$ cat src/hdl/stis_pkg.sv
`timescale 1ns / 1ps

package stis_pkg;

	localparam int NUM_SITES    = 64;
	localparam int MAX_SEGMENTS = 64;
	localparam int SEG_DEPTH    = NUM_SITES * MAX_SEGMENTS;
	localparam int ADDR_W       = $clog2(SEG_DEPTH);

	localparam int CMD_W  = 2;
	localparam int SITE_W = 6;
	localparam int IDX_W  = 6;
	localparam int CNT_W  = 7;
	localparam int TIME_W = 32;
	localparam int LU_W   = CNT_W + 1;

	localparam int Q_DEPTH = 2;
	localparam int Q_PTR_W = $clog2(Q_DEPTH);
	localparam int Q_CNT_W = $clog2(Q_DEPTH + 1);

	localparam logic [CMD_W-1:0] CMD_WRITE = 2'd0;
	localparam logic [CMD_W-1:0] CMD_COUNT = 2'd1;
	localparam logic [CMD_W-1:0] CMD_FIND  = 2'd2;

	localparam logic [1:0] OP_WRITE = 2'd0;
	localparam logic [1:0] OP_COUNT = 2'd1;
	localparam logic [1:0] OP_FIND  = 2'd2;
	localparam logic [1:0] OP_MISS  = 2'd3;

	typedef struct packed {
		logic [1:0]              op;
		logic [SITE_W-1:0]       site;
		logic [IDX_W-1:0]        slot;
		logic [CNT_W-1:0]        count;
		logic signed [TIME_W-1:0] time_a;
		logic signed [TIME_W-1:0] time_b;
		logic                    has_begin;
		logic                    has_end;
	} q_item_t;

	typedef struct packed {
		logic    valid;
		q_item_t item;
	} q_wr_t;

	typedef struct packed {
		logic full;
		logic empty;
	} q_status_t;

	typedef struct packed {
		logic signed [TIME_W-1:0] begin_time;
		logic signed [TIME_W-1:0] end_time;
		logic                     has_begin;
		logic                     has_end;
	} seg_t;

endpackage

$ cat src/hdl/stis_queue.sv
`timescale 1ns / 1ps

module stis_queue
	import stis_pkg::*;
(
	input  logic      clk,
	input  logic      arst_n,
	input  q_wr_t     q_push,
	input  logic      pop,
	output q_item_t   head,
	output q_status_t q_status
);

	q_item_t              entry_q [Q_DEPTH];
	logic [Q_PTR_W-1:0]   wr_ptr_q;
	logic [Q_PTR_W-1:0]   rd_ptr_q;
	logic [Q_CNT_W-1:0]   fill_q;
	logic                 do_push;
	logic                 do_pop;

	assign q_status.full  = fill_q == Q_CNT_W'(Q_DEPTH);
	assign q_status.empty = fill_q == '0;
	assign do_push = q_push.valid && !q_status.full;
	assign do_pop  = pop && !q_status.empty;
	assign head    = entry_q[rd_ptr_q];

	always_ff @(posedge clk) begin
		if (do_push)
			entry_q[wr_ptr_q] <= q_push.item;
	end

	always_ff @(posedge clk or negedge arst_n) begin
		if (!arst_n) begin
			wr_ptr_q <= '0;
			rd_ptr_q <= '0;
			fill_q   <= '0;
		end else begin
			if (do_push)
				wr_ptr_q <= (32'(wr_ptr_q) == Q_DEPTH - 1) ? '0 : wr_ptr_q + 1'b1;
			if (do_pop)
				rd_ptr_q <= (32'(rd_ptr_q) == Q_DEPTH - 1) ? '0 : rd_ptr_q + 1'b1;
			if (do_push && !do_pop)
				fill_q <= fill_q + 1'b1;
			else if (!do_push && do_pop)
				fill_q <= fill_q - 1'b1;
		end
	end

endmodule

$ cat config.mk
export PLATFORM = sky130hd
export DESIGN_NAME = stis_queue
export DESIGN_NICKNAME = d
export VERILOG_FILES = /design/src/hdl/stis_pkg.sv /design/src/hdl/stis_queue.sv
export SDC_FILE = /design/constraint.sdc
export NUM_CORES = 1
export LEC_CHECK = 0
export BUFFER_PORTS_ARGS = -buffer_cell sky130_fd_sc_hd__buf_2
export CORE_AREA = 5 5 134 136
export CTS_CLUSTER_DIAMETER = 100
export CTS_CLUSTER_SIZE = 24
export DETAILED_ROUTE_END_ITERATION = 16
export DIE_AREA = 0 0 139 141
export GPL_TIMING_DRIVEN = 0
export PLACE_DENSITY = 0.61
export SETUP_SLACK_MARGIN = 0.3
export SYNTH_ARGS = -nofsm -noshare
export SYNTH_HDL_FRONTEND = slang
export SYNTH_SLANG_ARGS = --single-unit
$ cat constraint.sdc
create_clock -name clk -period 9.9 [get_ports clk]
set_clock_uncertainty 0.1 [all_clocks]
set_input_delay 0.495 -clock clk [delete_from_list [all_inputs] [get_ports clk]]
set_output_delay 0.495 -clock clk [all_outputs]
set_load 0.05 [all_outputs]
# Word-level counts from Yosys, hierarchy flattened

Memories as Yosys holds them, arrays and structs flattened.
Cells that the tools add are included.

Shift-type cells: 0
Bitwise operators: 0
Reductions and logical operators: 10
Equal/unequal tests: 1
Muxes and demuxes: 6
$add $sub $neg: 4
Divide/modulo/power cells: 0
Multipliers: 0
$lt $le $gt $ge: 0

Operators by type and width:

| operator              | number |
|---|---|
| $logic_and A1 B1 Y1   | 4 |
| $logic_not A1 Y1      | 4 |
| $mux W1               | 4 |
| $mux W2               | 2 |
| $add A1 B1 Y1 const B | 2 |
| $add A2 B1 Y2 const B | 1 |
| $eq A2 B2 Y1 const B  | 1 |
| $logic_not A2 Y1      | 1 |
| $reduce_bool A2 Y1    | 1 |
| $sub A2 B1 Y2 const B | 1 |

Bits in registers: 4
Memories kept: 1
Word-level logic and storage cells: 25
Memory bits (read-only): 0
Bits in writable memories: 174
Bits in latches: 0
Output and inout port bits: 89

Memories:

| memory  | words | bits a word | rd ports | clocked after memory_dff | wr ports | line             | source |
|---|---|---|---|---|---|---|---|
| entry_q | 2     | 87          | 1        | 0                        | 1        | stis_queue.sv:14 | `q_item_t entry_q [Q_DEPTH];` |

# Logic depth before layout (Yosys ltp)

Depth after elaboration: 7
Depth in mapped cells: 7
Depth with buffers taken out: 7

# Least setup slack after synthesis

No wires, ideal clock.

Path type: flip-flop to flip-flop
Start point: reg fill_q[0]
End point: mem entry_q[0][0] in the netlist's numbering (enable)
Stages on the path, launching flop included: 4
Arrival time: 4.270 ns
Buffers on the path: 0
Data required time: 9.267 ns
Clock period less this slack: 4.903 ns
Setup slack: 4.997 ns
Cell sequence: dfrtp_1 > nand2b_1 > nand2_1 > nor2_1

Cells in the longest elaborated chain, start to end: 5

RTL lines:

| item                          | line             | source |
|---|---|---|
| start: declaration            | stis_queue.sv:17 | `logic [Q_CNT_W-1:0] fill_q;` |
| start signal: assignment      | stis_queue.sv:43 | `fill_q <= fill_q + 1'b1;` |
| start signal: assignment      | stis_queue.sv:45 | `fill_q <= fill_q - 1'b1;` |
| $eq A2 B2 Y1                  | stis_queue.sv:21 | `assign q_status.full = fill_q == Q_CNT_W'(Q_DEPTH);` |
| $logic_not A1 Y1              | stis_queue.sv:23 | `assign do_push = q_push.valid && !q_status.full;` |
| $logic_and A1 B1 Y1           | stis_queue.sv:23 |  |
| $mux W1                       | stis_queue.sv:28 | `if (do_push)` |
| $mux W1 (not written as such) | stis_queue.sv:29 | `entry_q[wr_ptr_q] <= q_push.item;` |
| end: declaration              | stis_queue.sv:14 |  |

Every way passes these cells.

==> impl_results.md <==
- Status: finished clean
- Static leakage: roughly 3.2 nW
- Switch Pwr: around 1.2 mW
- IO buf count: 179
- Clock Tree Buf Depth: 2
- Post-route antenna net violation count: 0
- Max cap viols: 0
- Crit Path Class: reg -> out
- Row cnt: 48
- Routed WL: between 10,000 and 15,000 µm
- 1st-iter DRT viols: ~130
- Clk_lat worst skew: slightly above 0.4 ns
- Synth-to-layout area growth: 28.0%
- N_diodes: 0
- Final Slew Violations: 0
- Worst slew pin tran: 0.970 ns
- # fillers: between 1,000 and 1,500
- Die area: 19,600 µm²
- Cts bufs inserted: 17
- Startpoint types: flop
- Switch share: 0.405
- H-tree depth: 4
- Clock Pin Slew Worst Setup and Hold Paths: about 0.06 ns
- Share of layout cells above drive strength 1: 0.617
- Starting density of the core: 0.390
- Most frequent cells in the layout: buf_2 (185), edfxtp_1 (174), mux2_2 (67)
- FF-to-FF path depth: 4
- Via density: 4.56
- GR Overflow Total: 0
- Comb power frac: 0.424
- DP HPWL: between 8000 and 9000 µm
- Fin Setup TNS: 0 ns
- Post-route DRC: 0
- Share of the yosys chip area belonging to registers: 0.813
- Synth Area per Inst: around 23 µm²
- Setup repair after global routing missed its margin: false
- Pwr dens: roughly 350 nW/µm²
- Core box area: 16,800 µm²
- GP Congestion: 0.695
- Layout Nets: between 500 and 600
- Hold/Removal Path Class: in -> reg
- Ports: between 150 and 200
- CP Capture Type: output port
- FF-to-FF End: entry_q[0][82]
- Setup Buffers After CTS: 0
- Fmax: roughly 420 MHz
- Sequential share of power: 0.360
- Crit path to: head[54]
- Worst R2R Setup Slack: 7.65 ns
- Netlist cell types: 15
- First-pass DRT Iterations: 4
- WL per Instance: approximately 17 µm
- Final setup viols: 0
- VDD IR-drop max: roughly 170 µV
- Final Hold Fails: 0
- Total number of vias: between 3,000 and 4,000
- #FFs+latches synth: between 150 and 200
- First-pass GRT wire length: 19,100 µm
- PostCTS Resize Cnt: 0
- Slew HR: 0.352
- Critical path peak fanout: 10
- Period utilization: 0.242
- Clock Power Share: 0.216
- CTS root buf: clkbuf_16
- Initial antenna violation count: 0
- Die Ht: around 140 µm
- Critical path launch point: rd_ptr_q
- Pint: ~1.8 mW
- Pwr Total: ~3.0 mW
- Die width: approximately 140 µm
- Min Tclk post-route: about 2.4 ns
- Global Route Usage Sum: 0.126
- Pin count of the biggest net entering global routing: 52
- Synth warn: 0
- Clk sinks: 178
- CTS Hold Buffers Added: 1
- Vias in the first global route: about 3,800
- Worst EP required: between 9 and 10 ns
- Commonest non-fill, non-tap cell in the layout: buf_2
- Synth Cell Area: 6550 µm²
- CTS tree: built
- Arr. time, crit path: 1.80 ns
- Worst R2R Start: fill_q[0]
- Synth Net Count: approximately 380
- Gate Count Post-Synth: between 200 and 300
[state kept, by name, summed over array words and instances (netlist names)]
signal    cells
fill_q        2
entry_q     174
rd_ptr_q      1
wr_ptr_q      1
[power groups by stage]
stage	clock, mW	sequential (mW)	combinational [mW]
after floorplan	0	1.09	0.998
after global placement	0	1.11	1.25
after detailed placement	0	1.09	1.28
after CTS	0.666	1.07	1.28
after global routing	0.694	1.08	1.33
final	0.642	1.07	1.26
[synthesized netlist by cell type]
cell | number | area [µm²]
nor2_1 | 3 | 11.3
mux2_2 | 67 | 754
mux2_4 | 20 | 300
dfrtp_1 | 4 | 100
and3_1 | 1 | 6.26
nand2b_1 | 1 | 6.26
ha_1 | 1 | 12.5
o21ai_0 | 1 | 5.00
edfxtp_1 | 174 | 5230
xnor2_1 | 3 | 26.3
buf_6 | 4 | 45.0
buf_2 | 6 | 30.0
inv_1 | 2 | 7.51
nand2_1 | 1 | 3.75
xor2_1 | 2 | 17.5
[worst min path at each step]
stage / from / to / slack [ns] / cells past startpoint
after floorplan: arst_n / fill_q[0] / 0.1 / 0
after global routing: q_push[26] / entry_q[0][26] / 0.14 / 1
after detailed placement: arst_n / fill_q[0] / 0.21 / 1
final: q_push[12] / entry_q[0][12] / 0.17 / 1
after CTS: q_push[58] / entry_q[1][58] / 0.14 / 1
after global placement: arst_n / wr_ptr_q / 0.20 / 1
[critical path, cell delays in order (launching register included)]
cell and delay (ns):
dfrtp_1 0.34, buf_6 0.14, buf_6 0.17, buf_6 0.19, mux2_4 0.32, buf_2 0.21
[metrics by stage]
step / area, µm² / setup WS [ns] / cells / hold slack (ns) / util
detailed placement: 7810 / 7.60 / 697 / 0.208 / 0.464
CTS: 8380 / 7.45 / 729 / 0.138 / 0.499
finish: 8380 / 7.51 / 729 / 0.168 / 0.499
floorplan: 6550 / 5.00 / 290 / 0.0994 / -
global placement: 7730 / 2.97 / 694 / 0.202 / 0.460
global route: 8380 / 7.43 / 729 / 0.141 / 0.499
[logic make-up after synthesis]
| logic type | Yosys count | synth area share |
|---|---|---|
| xor+xnor | 5 | 0.00669 |
| flops | 178 | 0.813 |
| compound gates | 1 | 0.000763 |
| simple gates | 6 | 0.00420 |
| mux | 87 | 0.161 |
| buf+inv | 12 | 0.0126 |
| fa+ha+maj | 1 | 0.00191 |
[layout make-up]
type / instances / area, µm² / share of cell area
multi-input cells: 100 / 1160 / 0.138
plain buffers: 10 / 75.1 / 0.00896
well taps: 225 / 282 / 0.0336
inverters: 2 / 7.51 / 0.000896
flip-flops and latches: 178 / 5330 / 0.635
clock inverters: 13 / 135 / 0.0161
repair buffers: 183 / 973 / 0.116
clock buffers: 18 / 429 / 0.0512
[metal layers]
metal,GRT usage,vias up,routed length (µm)
met4,0.0530,0,183
met2,0.222,114,6560
met1,0.138,1650,4660
met5,0,-,0
met3,0.0482,15,910
li1,-,1548,-
Power figures use the tool's default switching activity.
