--- src/hdl/stis_pkg.sv ---
`timescale 1ns / 1ps

package stis_pkg;

	localparam int NUM_SITES    = 64;
	localparam int MAX_SEGMENTS = 64;
	localparam int SEG_DEPTH    = NUM_SITES * MAX_SEGMENTS;
	localparam int ADDR_W       = $clog2(SEG_DEPTH);

	localparam int CMD_W  = 2;
	localparam int SITE_W = 6;
	localparam int IDX_W  = 6;
	localparam int CNT_W  = 7;
	localparam int TIME_W = 32;
	localparam int LU_W   = CNT_W + 1;

	localparam int Q_DEPTH = 2;
	localparam int Q_PTR_W = $clog2(Q_DEPTH);
	localparam int Q_CNT_W = $clog2(Q_DEPTH + 1);

	localparam logic [CMD_W-1:0] CMD_WRITE = 2'd0;
	localparam logic [CMD_W-1:0] CMD_COUNT = 2'd1;
	localparam logic [CMD_W-1:0] CMD_FIND  = 2'd2;

	localparam logic [1:0] OP_WRITE = 2'd0;
	localparam logic [1:0] OP_COUNT = 2'd1;
	localparam logic [1:0] OP_FIND  = 2'd2;
	localparam logic [1:0] OP_MISS  = 2'd3;

	typedef struct packed {
		logic [1:0]              op;
		logic [SITE_W-1:0]       site;
		logic [IDX_W-1:0]        slot;
		logic [CNT_W-1:0]        count;
		logic signed [TIME_W-1:0] time_a;
		logic signed [TIME_W-1:0] time_b;
		logic                    has_begin;
		logic                    has_end;
	} q_item_t;

	typedef struct packed {
		logic    valid;
		q_item_t item;
	} q_wr_t;

	typedef struct packed {
		logic full;
		logic empty;
	} q_status_t;

	typedef struct packed {
		logic signed [TIME_W-1:0] begin_time;
		logic signed [TIME_W-1:0] end_time;
		logic                     has_begin;
		logic                     has_end;
	} seg_t;

endpackage

--- src/hdl/stis_req_if.sv ---
`timescale 1ns / 1ps

interface stis_req_if;
	logic               valid;
	logic               ready;
	logic [1:0]         command;
	logic [5:0]         site;
	logic [5:0]         slot;
	logic [6:0]         segment_count;
	logic signed [31:0] query_time;
	logic signed [31:0] begin_time;
	logic               has_begin;
	logic signed [31:0] end_time;
	logic               has_end;

	modport source (
		output valid, command, site, slot, segment_count, query_time,
		       begin_time, has_begin, end_time, has_end,
		input  ready
	);
	modport sink (
		input  valid, command, site, slot, segment_count, query_time,
		       begin_time, has_begin, end_time, has_end,
		output ready
	);
endinterface

--- src/hdl/stis_front.sv ---
`timescale 1ns / 1ps

module stis_front
	import stis_pkg::*;
(
	stis_req_if.sink req,
	input  q_status_t q_status,
	output q_wr_t     q_push
);

	logic site_ok;
	logic slot_ok;
	logic keep;
	logic [1:0] op;
	logic [CNT_W-1:0] cnt_sat;

	assign req.ready = !q_status.full;

	assign site_ok = 32'(req.site) < NUM_SITES;
	assign slot_ok = 32'(req.slot) < MAX_SEGMENTS;
	assign cnt_sat = (32'(req.segment_count) > MAX_SEGMENTS) ?
		CNT_W'(MAX_SEGMENTS) : req.segment_count;

	always_comb begin
		keep = 1'b0;
		op   = OP_MISS;
		unique case (req.command)
			CMD_WRITE: begin
				op   = OP_WRITE;
				keep = site_ok && slot_ok;
			end
			CMD_COUNT: begin
				op   = OP_COUNT;
				keep = site_ok;
			end
			CMD_FIND: begin
				op   = site_ok ? OP_FIND : OP_MISS;
				keep = 1'b1;
			end
			default: begin
				op   = OP_MISS;
				keep = 1'b0;
			end
		endcase
	end

	always_comb begin
		q_push.valid          = req.valid && req.ready && keep;
		q_push.item.op        = op;
		q_push.item.site      = req.site;
		q_push.item.slot      = req.slot;
		q_push.item.count     = cnt_sat;
		q_push.item.time_a    = (req.command == CMD_FIND) ? req.query_time : req.begin_time;
		q_push.item.time_b    = req.end_time;
		q_push.item.has_begin = req.has_begin;
		q_push.item.has_end   = req.has_end;
	end

endmodule

--- src/flat_wrapper.sv ---
// flat-port wrapper written by rule: the top's interface ports become plain ports
module stis_front_flat import stis_pkg::*;
  (q_status, q_push, req_valid, req_command, req_site, req_slot, req_segment_count, req_query_time, req_begin_time, req_has_begin, req_end_time, req_has_end, req_ready);
  stis_req_if req_i ();
  input  q_status_t q_status;
  output q_wr_t q_push;
  input wire logic [$bits(req_i.valid)-1:0] req_valid;
  input wire logic [$bits(req_i.command)-1:0] req_command;
  input wire logic [$bits(req_i.site)-1:0] req_site;
  input wire logic [$bits(req_i.slot)-1:0] req_slot;
  input wire logic [$bits(req_i.segment_count)-1:0] req_segment_count;
  input wire logic [$bits(req_i.query_time)-1:0] req_query_time;
  input wire logic [$bits(req_i.begin_time)-1:0] req_begin_time;
  input wire logic [$bits(req_i.has_begin)-1:0] req_has_begin;
  input wire logic [$bits(req_i.end_time)-1:0] req_end_time;
  input wire logic [$bits(req_i.has_end)-1:0] req_has_end;
  output wire logic [$bits(req_i.ready)-1:0] req_ready;
  assign req_i.valid = req_valid;
  assign req_i.command = req_command;
  assign req_i.site = req_site;
  assign req_i.slot = req_slot;
  assign req_i.segment_count = req_segment_count;
  assign req_i.query_time = req_query_time;
  assign req_i.begin_time = req_begin_time;
  assign req_i.has_begin = req_has_begin;
  assign req_i.end_time = req_end_time;
  assign req_i.has_end = req_has_end;
  assign req_ready = req_i.ready;
  stis_front u_core (.req(req_i), .q_status(q_status), .q_push(q_push));
endmodule
--- config.mk ---
export PLATFORM = sky130hd
export DESIGN_NAME = stis_front_flat
export DESIGN_NICKNAME = d
export VERILOG_FILES = /design/src/hdl/stis_pkg.sv /design/src/hdl/stis_req_if.sv /design/src/hdl/stis_front.sv /design/src/flat_wrapper.sv
export SDC_FILE = /design/constraint.sdc
export NUM_CORES = 1
export LEC_CHECK = 0
export BUFFER_PORTS_ARGS = -buffer_cell sky130_fd_sc_hd__buf_4
export CAP_MARGIN = 20
export CORE_AREA = 5 5 79 81
export DETAILED_ROUTE_END_ITERATION = 16
export DIE_AREA = 0 0 84 86
export PLACE_DENSITY_LB_ADDON = 0.25
export RECOVER_POWER = 50
export SYNTH_ARGS = -nofsm -noshare
export SYNTH_HDL_FRONTEND = slang
export SYNTH_SLANG_ARGS = --single-unit
--- constraint.sdc ---
create_clock -name vclk -period 1
set_input_delay 0.1 -clock vclk [all_inputs]
set_output_delay 0.1 -clock vclk [all_outputs]
set_load 0.005 [all_outputs]
# ---- Word level (Yosys, flattened, before mapping)
# Index checks and enable logic that the tools add are counted.
dict set report totals {
  reg_bits 0
  out_inout_bits 89
  in_bits 122
}
dict set report classes {
  mux 4
  n_reduce_logical 5
  n_eq_ne 2
  n_lt_le_gt_ge 1
}
# operator n
set op_table {}
lappend op_table {{2-to-1 mux 32 bit} 1}
lappend op_table {{greater-than comparator 7 bit (second input constant)} 1}
lappend op_table {{2-to-1 mux 7 bit} 1}
lappend op_table {{one-hot mux 2 bit (3 select lines)} 1}
lappend op_table {{OR reduction 3 bit} 1}
lappend op_table {{== test 2 x 1 -> 1 bit (second input constant)} 1}
lappend op_table {{== test 2 bit (second input constant)} 1}
lappend op_table {{logical AND 1 bit} 2}
lappend op_table {{zero test 2 bit} 1}
lappend op_table {{zero test 1 bit} 1}
lappend op_table {{2-to-1 mux 1 bit} 1}

# ---- Depth between registers and ports, before layout
dict set report logic_depth {
  ltp_word 4
  mapped_depth 4
  depth_no_buf 2
}

# ---- Worst setup path before layout
# No wires, ideal clock.
dict set report synth_path {
  path_kind {input port to output port}
  startpoint {in req_command[1]}
  endpoint {out q_push[34] (netlist name)}
  arrival_time_ns 0.784
  t_required_ns 0.900
  stages 4
  path_slack_ns 0.116
  cell_sequence {nor2b_4 buf_6 buf_12 mux2_4}
}
# element line_no
set synth_lines {}
lappend synth_lines {{start, declared} flat_wrapper.sv:8} ;# input wire logic [$bits(req_i.command)-1:0] req_command;
lappend synth_lines {{end, declared} flat_wrapper.sv:6} ;# output q_wr_t q_push;

==> qor.log <==
[global_routing] maximum number of pins on one net before global-route repair 21
[pwr] proportion of total power due to net switching 0.270
[place] number of buffers inserted by port buffering 118
[sta] final worst-path cycle share 1.15
[floorplanning] floorplan die area 0.00722 sq mm
[place] weighted congestion at the end of routability-driven global placement 0.773
[place] pre-CTS setup slack -0.172 ns
[global_routing] global-route wire length before repair 5060 microns
[sta] post-layout worst setup margin -0.152 ns
[hold_path] number of cells on the worst hold path 0
[sta] hold violation count in the final report 0
[layout] clk_buf instances 0
[pwr] leakage power of the design 0.949 nW
[sta] setup_tns -4.30 ns
[floorplanning] Chip Width 84 microns
[pwr] Clk pwr share 0
[run] number of max-cap violations 0
[routing] post-detailed-route count of antenna-violating nets 0
[floorplanning] io pins 211
[floorplanning] Row Count 27
[layout] most frequent cells in the layout sky130_fd_sc_hd__buf_4, sky130_fd_sc_hd__buf_6, sky130_fd_sc_hd__mux2_4
[routing] via-per-instance ratio 3.72
[sta] final-layout worst hold slack 0.200 ns
[critical_path] Worst Setup End Kind output port
[floorplanning] Starting Density 0.180
[layout] total non-filler cell area in the finished layout 0.00179 sq mm
[global_routing] vias in the first global route 905
[critical_path] worst path required time 0.90 ns
[sta] timing-limited maximum frequency 0.868 GHz
[layout] number of flip-flops and latches 0
[critical_path] crit path max fanout 10
[place] DP HPWL 3420 microns
[routing] Total Routed Length 3880 microns
[routing] number of remaining DRC errors 0
[layout] commonest non-fill, non-tap cell in the layout sky130_fd_sc_hd__buf_4
[yosys] fraction of the yosys area taken by sequential cells 0
[layout] Antenna diodes 0
[yosys] count of mapped cells out of synthesis 95
[place] Placement Cell Area 0.00157 sq mm
[routing] via count 892
[layout] Layout Area Growth over Synthesis 83.9%
[global_routing] number of antenna violations at the first check in global routing 0
[yosys] Synthesized Nets 217
[critical_path] Worst setup SP type input pin
[status] violations in the final reports setup timing
[clock_tree] CTS hold repair buffers 0
[critical_path] worst endpoint data arrival time 1.05 ns
[yosys] number of library cell types mapped by synthesis 12
[layout] post-layout instance count excluding filler cells 240
[pwr] sequential power share 0
[sta] worst rel slew slack 0.931
[hold_path] type of the most critical hold path in -> out
[status] result of the run finished with violations
[critical_path] worst setup path category in -> out
[place] total placed cells including tap cells 236
[floorplanning] Vert. Die Dim 86 microns
[routing] post-detailed-route wirelength per cell 16.2 microns
[yosys] Cell Area, Synth 971 sq um
[pwr] reported net switching power 0.000222 W
[global_routing] aggregate global routing overflow 0
[pwr] total power divided by cell area 459 mW/mm^2
[global_routing] global-route usage over all layers 0.0860
[routing] drt pass-1 iters 2
[pwr] worst supply voltage drop on vdd 0.145 mV
[yosys] average cell area after synthesis 10.2 sq um
[floorplanning] core area 0.00541 sq mm
[routing] Detailed Route Iter0 Violations 8
[yosys] Synthesis Warnings 0
[sta] Pins Over Slew Limit 0
[sta] Tmin final 1.15 ns
[sta] transition at the pin with the smallest max-transition slack 0.103 ns
[sta] # setup viols final 32
[sta] RSZ-0062 raised after global routing yes
[layout] Final Net Count 292
[pwr] internal portion of total power 0.000599 W
[layout] area occupied by registers 0 sq um
[layout] proportion of layout cells with a drive suffix above 1 0.946
[pwr] share of power burned in combinational logic 1.000
-- per-layer routing --
metal  wire (microns)  vias up  track usage
li1                 -      411            -
met3              522       22       0.0394
met4               93        0       0.0234
met2             2200       83        0.182
met5                0        -            0
met1             1070      376       0.0695
-- power groups by stage --
stage | registers (W) | clock network [W] | logic [W]
2_1_floorplan | 0 | 0 | 0.000420
3_3_place_gp | 0 | 0 | 0.000711
3_5_place_dp | 0 | 0 | 0.000713
4_1_cts | 0 | 0 | 0.000800
5_1_grt | 0 | 0 | 0.000868
6_report | 0 | 0 | 0.000820
-- synthesized netlist by cell type --
library cell                     n  area [sq um]
sky130_fd_sc_hd__buf_4          46           345
sky130_fd_sc_hd__mux2_4         30           450
sky130_fd_sc_hd__nor2b_1         6          37.5
sky130_fd_sc_hd__buf_12          3          60.1
sky130_fd_sc_hd__clkbuf_1        2          7.51
sky130_fd_sc_hd__mux2_2          2          22.5
sky130_fd_sc_hd__and3_1          1          6.26
sky130_fd_sc_hd__buf_6           1          11.3
sky130_fd_sc_hd__dlygate4sd1_1   1          8.76
sky130_fd_sc_hd__inv_1           1          3.75
sky130_fd_sc_hd__nand2_1         1          3.75
sky130_fd_sc_hd__nor2b_4         1          13.8
-- area by class of cell --
cell class | instances | area (sq um)
multi-input cells | 41 | 542
inverters | 1 | 3.75
repair buffers | 126 | 1150
fillers | 571 | 3620
well taps | 72 | 90.1
-- kinds of logic after synthesis --
| group | Yosys count | share of synthesized area |
|---|---|---|
| buffers and inverters | 54 | 0.450 |
| muxes | 32 | 0.487 |
| and+or+nand+nor | 9 | 0.0631 |
-- through the flow --
step                total power [W]  utilization
detailed placement         0.000713        0.290
global placement           0.000711        0.290
floorplan                  0.000420            -
CTS                        0.000800        0.315
global route               0.000868        0.330
finish                     0.000820        0.330
-- what timing repair did --
item | in CTS | in global routing
buffers inserted | 0 | 1
setup endpoints to repair | 32 | 32
cloned | 0 | 3
resized for setup | 36 | 0
-- final timing paths --
kind	startpoint	to	slack, ns
worst min-delay path	req_end_time[8]	q_push[10]	0.20
worst max-delay path	req_command[0]	q_push[57]	-0.15
-- worst max-delay path, stage by stage --
cell,delay (ns)
sky130_fd_sc_hd__buf_6,0.10
sky130_fd_sc_hd__nor2b_4,0.12
sky130_fd_sc_hd__buf_12,0.14
sky130_fd_sc_hd__buf_12,0.14
sky130_fd_sc_hd__mux2_4,0.32
sky130_fd_sc_hd__buf_6,0.12
Power figures use the tool's default switching activity.
